`src/iss_pkg.sv`:
```
`timescale 1ns / 1ps

package iss_pkg;

  localparam int unsigned POS_W  = 9;
  localparam int unsigned DATA_W = 32;
  localparam int unsigned ECNT_W = 9;

  typedef enum logic [1:0] {
    OP_READ   = 2'd0,
    OP_INSERT = 2'd1,
    OP_REMOVE = 2'd2,
    OP_CLEAR  = 2'd3
  } op_t;

  typedef enum logic [1:0] {
    ST_OK    = 2'd0,
    ST_RANGE = 2'd1,
    ST_FULL  = 2'd2
  } status_t;

  typedef enum logic [2:0] {
    S_IDLE,
    S_READ_WAIT,
    S_SHIFT,
    S_DRAIN,
    S_PLACE,
    S_RESP
  } state_t;

endpackage

```
`src/iss_ctrl.sv`:
```
`timescale 1ns / 1ps

module iss_ctrl import iss_pkg::*; #(
  parameter int unsigned CAPACITY = 256,
  parameter int unsigned AW       = 8,
  parameter int unsigned CNT_W    = 9
) (
  input  logic                     clk,
  input  logic                     rst_n,
  input  logic                     in_valid,
  output logic                     in_ready,
  input  logic [1:0]               in_operation,
  input  logic [POS_W-1:0]         in_position,
  input  logic signed [DATA_W-1:0] in_new_value,
  output logic                     out_valid,
  input  logic                     out_ready,
  output logic signed [DATA_W-1:0] out_read_value,
  output logic [ECNT_W-1:0]        out_element_count,
  output logic [1:0]               out_status,
  output logic                     mem_rd_en,
  output logic [AW-1:0]            mem_rd_addr,
  input  logic [DATA_W-1:0]        mem_rd_data,
  output logic                     mem_wr_en,
  output logic [AW-1:0]            mem_wr_addr,
  output logic [DATA_W-1:0]        mem_wr_data
);

  localparam int unsigned CMP_W = (CNT_W > POS_W) ? CNT_W : POS_W;
  localparam int unsigned EXT_W = (CMP_W > ECNT_W) ? CMP_W : ECNT_W;
  localparam logic [CMP_W-1:0] CAP_X = CMP_W'(CAPACITY);

  state_t            state_r, state_nxt;
  logic              ins_r, ins_nxt;
  logic [CMP_W-1:0]  pos_r, pos_nxt;
  logic [DATA_W-1:0] val_r, val_nxt;
  logic [CNT_W-1:0]  ptr_r, ptr_nxt;
  logic [CNT_W-1:0]  end_r, end_nxt;
  logic              wr_pend_r, wr_pend_nxt;
  logic [AW-1:0]     waddr_r, waddr_nxt;
  logic [CNT_W-1:0]  count_r, count_nxt;
  logic [DATA_W-1:0] res_val_r, res_val_nxt;
  status_t           res_st_r, res_st_nxt;
  logic [CNT_W-1:0]  res_cnt_r, res_cnt_nxt;
  logic              out_valid_r, out_valid_nxt;
  logic [DATA_W-1:0] out_val_r, out_val_nxt;
  logic [ECNT_W-1:0] out_cnt_r, out_cnt_nxt;
  status_t           out_st_r, out_st_nxt;

  logic [CMP_W-1:0] posx;
  logic [CMP_W-1:0] cntx;
  logic [EXT_W-1:0] res_cnt_ext;

  assign posx        = CMP_W'(in_position);
  assign cntx        = CMP_W'(count_r);
  assign res_cnt_ext = EXT_W'(res_cnt_r);

  always_ff @(posedge clk) begin
    if (!rst_n) begin
      state_r     <= S_IDLE;
      count_r     <= '0;
      wr_pend_r   <= 1'b0;
      out_valid_r <= 1'b0;
    end else begin
      state_r     <= state_nxt;
      count_r     <= count_nxt;
      wr_pend_r   <= wr_pend_nxt;
      out_valid_r <= out_valid_nxt;
    end
  end

  always_ff @(posedge clk) begin
    ins_r     <= ins_nxt;
    pos_r     <= pos_nxt;
    val_r     <= val_nxt;
    ptr_r     <= ptr_nxt;
    end_r     <= end_nxt;
    waddr_r   <= waddr_nxt;
    res_val_r <= res_val_nxt;
    res_st_r  <= res_st_nxt;
    res_cnt_r <= res_cnt_nxt;
    out_val_r <= out_val_nxt;
    out_cnt_r <= out_cnt_nxt;
    out_st_r  <= out_st_nxt;
  end

  always_comb begin
    state_nxt     = state_r;
    ins_nxt       = ins_r;
    pos_nxt       = pos_r;
    val_nxt       = val_r;
    ptr_nxt       = ptr_r;
    end_nxt       = end_r;
    wr_pend_nxt   = wr_pend_r;
    waddr_nxt     = waddr_r;
    count_nxt     = count_r;
    res_val_nxt   = res_val_r;
    res_st_nxt    = res_st_r;
    res_cnt_nxt   = res_cnt_r;
    out_valid_nxt = out_valid_r;
    out_val_nxt   = out_val_r;
    out_cnt_nxt   = out_cnt_r;
    out_st_nxt    = out_st_r;
    mem_rd_en     = 1'b0;
    mem_rd_addr   = ptr_r[AW-1:0];
    mem_wr_en     = 1'b0;
    mem_wr_addr   = waddr_r;
    mem_wr_data   = mem_rd_data;

    if (out_valid_r && out_ready) begin
      out_valid_nxt = 1'b0;
    end

    unique case (state_r)
      S_IDLE: begin
        if (in_valid) begin
          res_val_nxt = '0;
          res_st_nxt  = ST_OK;
          res_cnt_nxt = count_r;
          state_nxt   = S_RESP;
          unique case (op_t'(in_operation))
            OP_READ: begin
              if (posx < cntx) begin
                mem_rd_en   = 1'b1;
                mem_rd_addr = posx[AW-1:0];
                state_nxt   = S_READ_WAIT;
              end else begin
                res_st_nxt = ST_RANGE;
              end
            end
            OP_INSERT: begin
              if (posx > cntx) begin
                res_st_nxt = ST_RANGE;
              end else if (cntx >= CAP_X) begin
                res_st_nxt = ST_FULL;
              end else begin
                count_nxt   = count_r + 1'b1;
                res_cnt_nxt = count_r + 1'b1;
                ins_nxt     = 1'b1;
                pos_nxt     = posx;
                val_nxt     = in_new_value;
                wr_pend_nxt = 1'b0;
                if (posx == cntx) begin
                  state_nxt = S_PLACE;
                end else begin
                  // Move entries from the top down so nothing is overwritten.
                  ptr_nxt   = count_r - 1'b1;
                  end_nxt   = CNT_W'(posx);
                  state_nxt = S_SHIFT;
                end
              end
            end
            OP_REMOVE: begin
              if (posx >= cntx) begin
                res_st_nxt = ST_RANGE;
              end else begin
                count_nxt   = count_r - 1'b1;
                res_cnt_nxt = count_r - 1'b1;
                ins_nxt     = 1'b0;
                wr_pend_nxt = 1'b0;
                if (CMP_W'(posx + 1'b1) != cntx) begin
                  ptr_nxt   = CNT_W'(posx + 1'b1);
                  end_nxt   = count_r - 1'b1;
                  state_nxt = S_SHIFT;
                end
              end
            end
            OP_CLEAR: begin
              count_nxt   = '0;
              res_cnt_nxt = '0;
            end
          endcase
        end
      end
      S_READ_WAIT: begin
        res_val_nxt = mem_rd_data;
        state_nxt   = S_RESP;
      end
      S_SHIFT: begin
        // Read one entry per cycle; the entry read last cycle is written now.
        mem_rd_en   = 1'b1;
        mem_rd_addr = ptr_r[AW-1:0];
        mem_wr_en   = wr_pend_r;
        wr_pend_nxt = 1'b1;
        waddr_nxt   = ins_r ? AW'(ptr_r[AW-1:0] + 1'b1) : AW'(ptr_r[AW-1:0] - 1'b1);
        if (ptr_r == end_r) begin
          state_nxt = S_DRAIN;
        end else begin
          ptr_nxt = ins_r ? ptr_r - 1'b1 : ptr_r + 1'b1;
        end
      end
      S_DRAIN: begin
        mem_wr_en   = 1'b1;
        wr_pend_nxt = 1'b0;
        state_nxt   = ins_r ? S_PLACE : S_RESP;
      end
      S_PLACE: begin
        mem_wr_en   = 1'b1;
        mem_wr_addr = pos_r[AW-1:0];
        mem_wr_data = val_r;
        state_nxt   = S_RESP;
      end
      S_RESP: begin
        if (!out_valid_r || out_ready) begin
          out_valid_nxt = 1'b1;
          out_val_nxt   = res_val_r;
          out_cnt_nxt   = res_cnt_ext[ECNT_W-1:0];
          out_st_nxt    = res_st_r;
          state_nxt     = S_IDLE;
        end
      end
      default: begin
        state_nxt = S_IDLE;
      end
    endcase
  end

  assign in_ready          = (state_r == S_IDLE);
  assign out_valid         = out_valid_r;
  assign out_read_value    = out_val_r;
  assign out_element_count = out_cnt_r;
  assign out_status        = out_st_r;

endmodule

```
`config.mk`:
```
export PLATFORM = sky130hd
export DESIGN_NAME = iss_ctrl
export DESIGN_NICKNAME = d
export VERILOG_FILES = /design/src/iss_pkg.sv /design/src/iss_ctrl.sv
export SDC_FILE = /design/constraint.sdc
export NUM_CORES = 1
export LEC_CHECK = 0
export BUFFER_PORTS_ARGS = -buffer_cell sky130_fd_sc_hd__buf_2
export CELL_PAD_IN_SITES_DETAIL_PLACEMENT = 1
export CELL_PAD_IN_SITES_GLOBAL_PLACEMENT = 2
export CORE_UTILIZATION = 40
export CTS_BUF_LIST = sky130_fd_sc_hd__clkbuf_4
export DETAILED_ROUTE_END_ITERATION = 12
export GPL_TIMING_DRIVEN = 1
export PLACE_DENSITY = 0.95
export SLEW_MARGIN = 5
export SYNTH_ARGS = -nofsm -noshare
export SYNTH_HDL_FRONTEND = slang
export SYNTH_SLANG_ARGS = --single-unit
```
`constraint.sdc`:
```
create_clock -name clk -period 10.3 [get_ports clk]
set_input_delay 1.545 -clock clk [delete_from_list [all_inputs] [get_ports clk]]
set_output_delay 1.545 -clock clk [all_outputs]
set_load 0.005 [all_outputs]
```
* Word level (Yosys, flattened, before mapping)
Index checks and enable logic that the tools add are counted.
** Cells by class
- Multiplexer cells :: 63
- Add/subtract/negate cells :: 7
- Reductions and logical operators :: 20
- Eq/ne operators :: 26
- Bitwise operators :: 2
- Order comparisons :: 4
** Operators with widths (number)
- $mux 9 :: 16
- $mux 32 :: 2
- $pmux 32 s2 :: 1
- $pmux 9 s2 :: 3
- $mux 8 :: 6
- $add 9x1->9 const B :: 3
- $mux 3 :: 9
- $pmux 9 s3 :: 1
- $eq 9x9->1 :: 2
- $ne 2x2->1 const B :: 9
- $sub 9x1->9 const B :: 2
- $mux 1 :: 15
- $ne 3x3->1 const B :: 5
- $pmux 3 s5 :: 1
- $reduce_and 6->1 :: 2
- $ge 9x9->1 :: 1
- $ge 9x9->1 const B :: 1
- $gt 9x9->1 :: 1
- $lt 9x9->1 :: 1
- $ne 9x9->1 :: 1
- $pmux 3 s3 :: 1
- $reduce_and 9->1 :: 1
- $add 8x1->8 const B :: 1
- $pmux 1 s2 :: 4
- 23 further kinds :: 33
** Word-level totals
- Output and inout bits :: 95
- Input bits :: 79
- Word-level logic and storage cells :: 138
- Register bits after elaboration :: 167

* Depth between registers and ports, before layout
- Word-level depth :: 7
- Depth in mapped cells :: 11

* Worst setup path after synthesis
OpenSTA, ideal clock, no wires.
- Path type :: input -> output
- From :: input in_position[3]
- To :: output mem_rd_addr[2]
- Data arrival time :: 3510 ps
- Cell stages on the path :: 8
- Setup slack :: 5245 ps
- Buffers on the path :: 1
- Cell sequence :: ha_1 -> a21o_1 -> a21oi_2 -> a21oi_4 -> or3_1 -> nor4_2 -> buf_4 -> mux2_1
** Between the ends
- Longest elaborated chain between the ends :: 5
** Ends and longest elaborated chain
- from (decl) :: line iss_ctrl.sv:13 : input logic [POS_W-1:0] in_position,
- $lt 9x9->1 :: line iss_ctrl.sv:122 : if (posx < cntx) begin
- $mux 8 :: line iss_ctrl.sv:122
- $mux 8 :: line iss_ctrl.sv:120 : unique case (op_t'(in_operation))
- $mux 8 :: line iss_ctrl.sv:115 : if (in_valid) begin
- $mux 8 :: line iss_ctrl.sv:113 : unique case (state_r)
- to (decl) :: line iss_ctrl.sv:21 : output logic [AW-1:0] mem_rd_addr,
Every way passes these cells.

* Final worst setup path
- From :: input in_position[3]
- To :: output mem_rd_addr[3]
** Between the ends
- Longest elaborated chain between the ends :: 5
** Ends and longest elaborated chain (line)
- $lt 9x9->1 :: iss_ctrl.sv:122
- $mux 8 * :: iss_ctrl.sv:122
- $mux 8 * :: iss_ctrl.sv:120
- $mux 8 * :: iss_ctrl.sv:115
- $mux 8 * :: iss_ctrl.sv:113
Mark *: on every way between the ends. The rest lies on a longest branch, timed or not.

==> metrics.csv <==
metric;value;unit
status;completed;
yosys_warnings;0;
num_rows;52;
vias;6016;
final_cell_mix;buf_2, edfxtp_1, nand2_1, mux2_2, and2_1;
cts_setup_buffers;0;
avgSynthCellArea;12.5;um2
vias_per_cell;5.43;
totalWireLength;23.2;mm
grt_max_degree;42;
wire_per_inst;21.0;um
drc;0;
period_needed;5550;ps
slew_violations;0;
cts_hold_repair.buffers;0;
path_class;input pin to output pin;
synth_top_cells_by_area;edfxtp_1, mux2_2, ha_1, dfxtp_1, xnor2_1;
cts_tree;done;
die_area;21200;um2
end_kind;output pin;
dieWidth;146;um
ys_ff_latch;167;
synth_top_area_frac;0.558;
cp.required;8760;ps
nets;931;
met2_length;11.4;mm
synth-edff-count;153;
drt_iter0_drc;310;
drt-met1-wl;10.0;mm
netlist_area;8240;um2
maxCapViolations;0;
route.met3.wl;1.34;mm
hpwlAfterDp;17.6;mm
synth_top_flop_cell;edfxtp_1;
dr.pass1.iters;4;
synth.distinct_cells;71;
p_leak;0.00364;uW
ys_seq_area_frac;0.592;
cts.sinks;167;
grt_pass1_wl;35.8;mm
powerDensity;151;nW/um2
htree_levels;4;
fin_cells;1108;
startpoint_type;input pin;
routed.top_layer;met4;
nFillCells;2197;
critical_path_peak_fanout;11;
hold_class;register to register;
synth_top_area_cell;edfxtp_1;
layout_commonest_cell;buf_2;
max_freq;180;MHz
skew;27.0;ps
syn_nets;766;
antenna_found_initial;0;
ir_drop;0.0000579;V
max_slew_margin;0.396;
tightest_slew;906;ps
clockBufferDepth;2;
placed_cells;1076;
postRouteAntennaNets;0;
tns;0;ps
antenna_cells;0;
grt_overflow_total;0;
drive_gt1_frac;0.325;
setup_violations;0;
design_area;9650;um2
place_area;9360;um2
ctsRootBufferMaster;clkbuf_4;
syn_to_final_growth;17.1;%
die-height;146;um
rsz0062_at_grt;false;
ios;174;
synthArstFlopShare;0;
hold_viol;0;
post-route-period-util;0.539;
clk_pin_slew;160;ps
grt_pass1_vias;6045;
track_usage;0.225;
cts_resized;0;
worstPathArrival;4000;ps
port_buffers;173;
initial_core_util;0.407;
regArea;4870;um2
synthCells;660;
insertion_delay;580;ps
multiInputGateArea;3150;um2
core;20200;um2
cts_buffers;17;
gp_congestion;0.884;
## layout make-up
type                            count  share of cell area
Multi-Input combinational cell    434               0.326
Timing Repair Buffer              178              0.0936
Clock buffer                       17              0.0132
Clock inverter                     15              0.0165
Sequential cell                   167               0.505
Tap cell                          270              0.0350
Inverter                           27              0.0105
## cell families (layout without fill, tap and decap cells)
group	Yosys count	after routing	synth area share
AND/OR/NAND/NOR	181	181	0.115
flip-flops	167	167	0.592
AO/OA/AOI/OAI	138	138	0.114
buffers and inverters	59	237	0.0289
multiplexers	46	46	0.0629
XOR/XNOR	42	42	0.0446
adder cells (fa/ha/maj)	27	27	0.0428
## synthesized netlist by cell type (14+ instances only)
| cell type | instances |
|---|---|
| clkbuf_1 | 26 |
| a21oi_1 | 33 |
| o21ai_0 | 25 |
| mux2_2 | 41 |
| xnor2_1 | 32 |
| inv_1 | 24 |
| edfxtp_1 | 153 |
| ha_1 | 25 |
| nor2_1 | 33 |
| nand2_1 | 49 |
| and2_1 | 34 |
| dfxtp_1 | 14 |
## through the flow
stage / util / setup slack, ps / total power (uW) / hold slack [ps]
after global routing: 0.477 / 4640 / 1520 / 421
after detailed placement: 0.463 / 4730 / 1090 / 406
after floorplan: - / 5240 / 985 / 400
final: 0.477 / 4750 / 1460 / 418
after CTS: 0.477 / 4730 / 1480 / 425
after global placement: 0.463 / 4820 / 1080 / 400
## routing by layer
layer | vias up | global-route usage
met2 | 227 | 0.369
met4 | 0 | 0.0811
met3 | 32 | 0.0423
li1 | 2788 | -
met1 | 2969 | 0.297
met5 | - | 0
## worst max-delay path, cell delays in order
cell     delay (ps)
buf_2           240
ha_1            290
a21o_1          170
a21oi_2         210
a21oi_4         140
or3_1           430
nor4_2          220
buf_4           260
mux2_1          340
buf_2           130
## registers in the layout, summed over array words and instances (netlist names)
signal / cells
ins_r: 1
out_valid: 1
waddr_r: 8
wr_pend_r: 1
out_element_count: 9
res_st_r: 2
end_r: 9
res_cnt_ext: 9
cntx: 9
out_status: 2
val_r: 32
out_read_value: 32
ptr_r: 9
res_val_r: 32
pos_r: 8
state_r: 3
## path summary, 6_finish.rpt
path                               startpoint                      endpoint  slack, ps  cells after the start
setup reg to reg         cntx[8]$_SDFFE_PN0P_            val_r[5]$_DFFE_PP_       6600                      9
hold reg to reg   res_val_r[31]$_SDFFCE_PN0P_  out_read_value[31]$_DFFE_PP_        420                      0
setup / recovery               in_position[3]                mem_rd_addr[3]       4750                     10
hold / removal    res_val_r[31]$_SDFFCE_PN0P_  out_read_value[31]$_DFFE_PP_        420                      0
## report_power, final
group | internal (uW) | total [uW] | switching [uW] | leakage [uW]
Sequential | 807 | 829 | 21.9 | 0.00154
Clock | 111 | 382 | 271 | 0.000153
Combinational | 99.4 | 247 | 148 | 0.00195
Power figures use the tool's default switching activity.
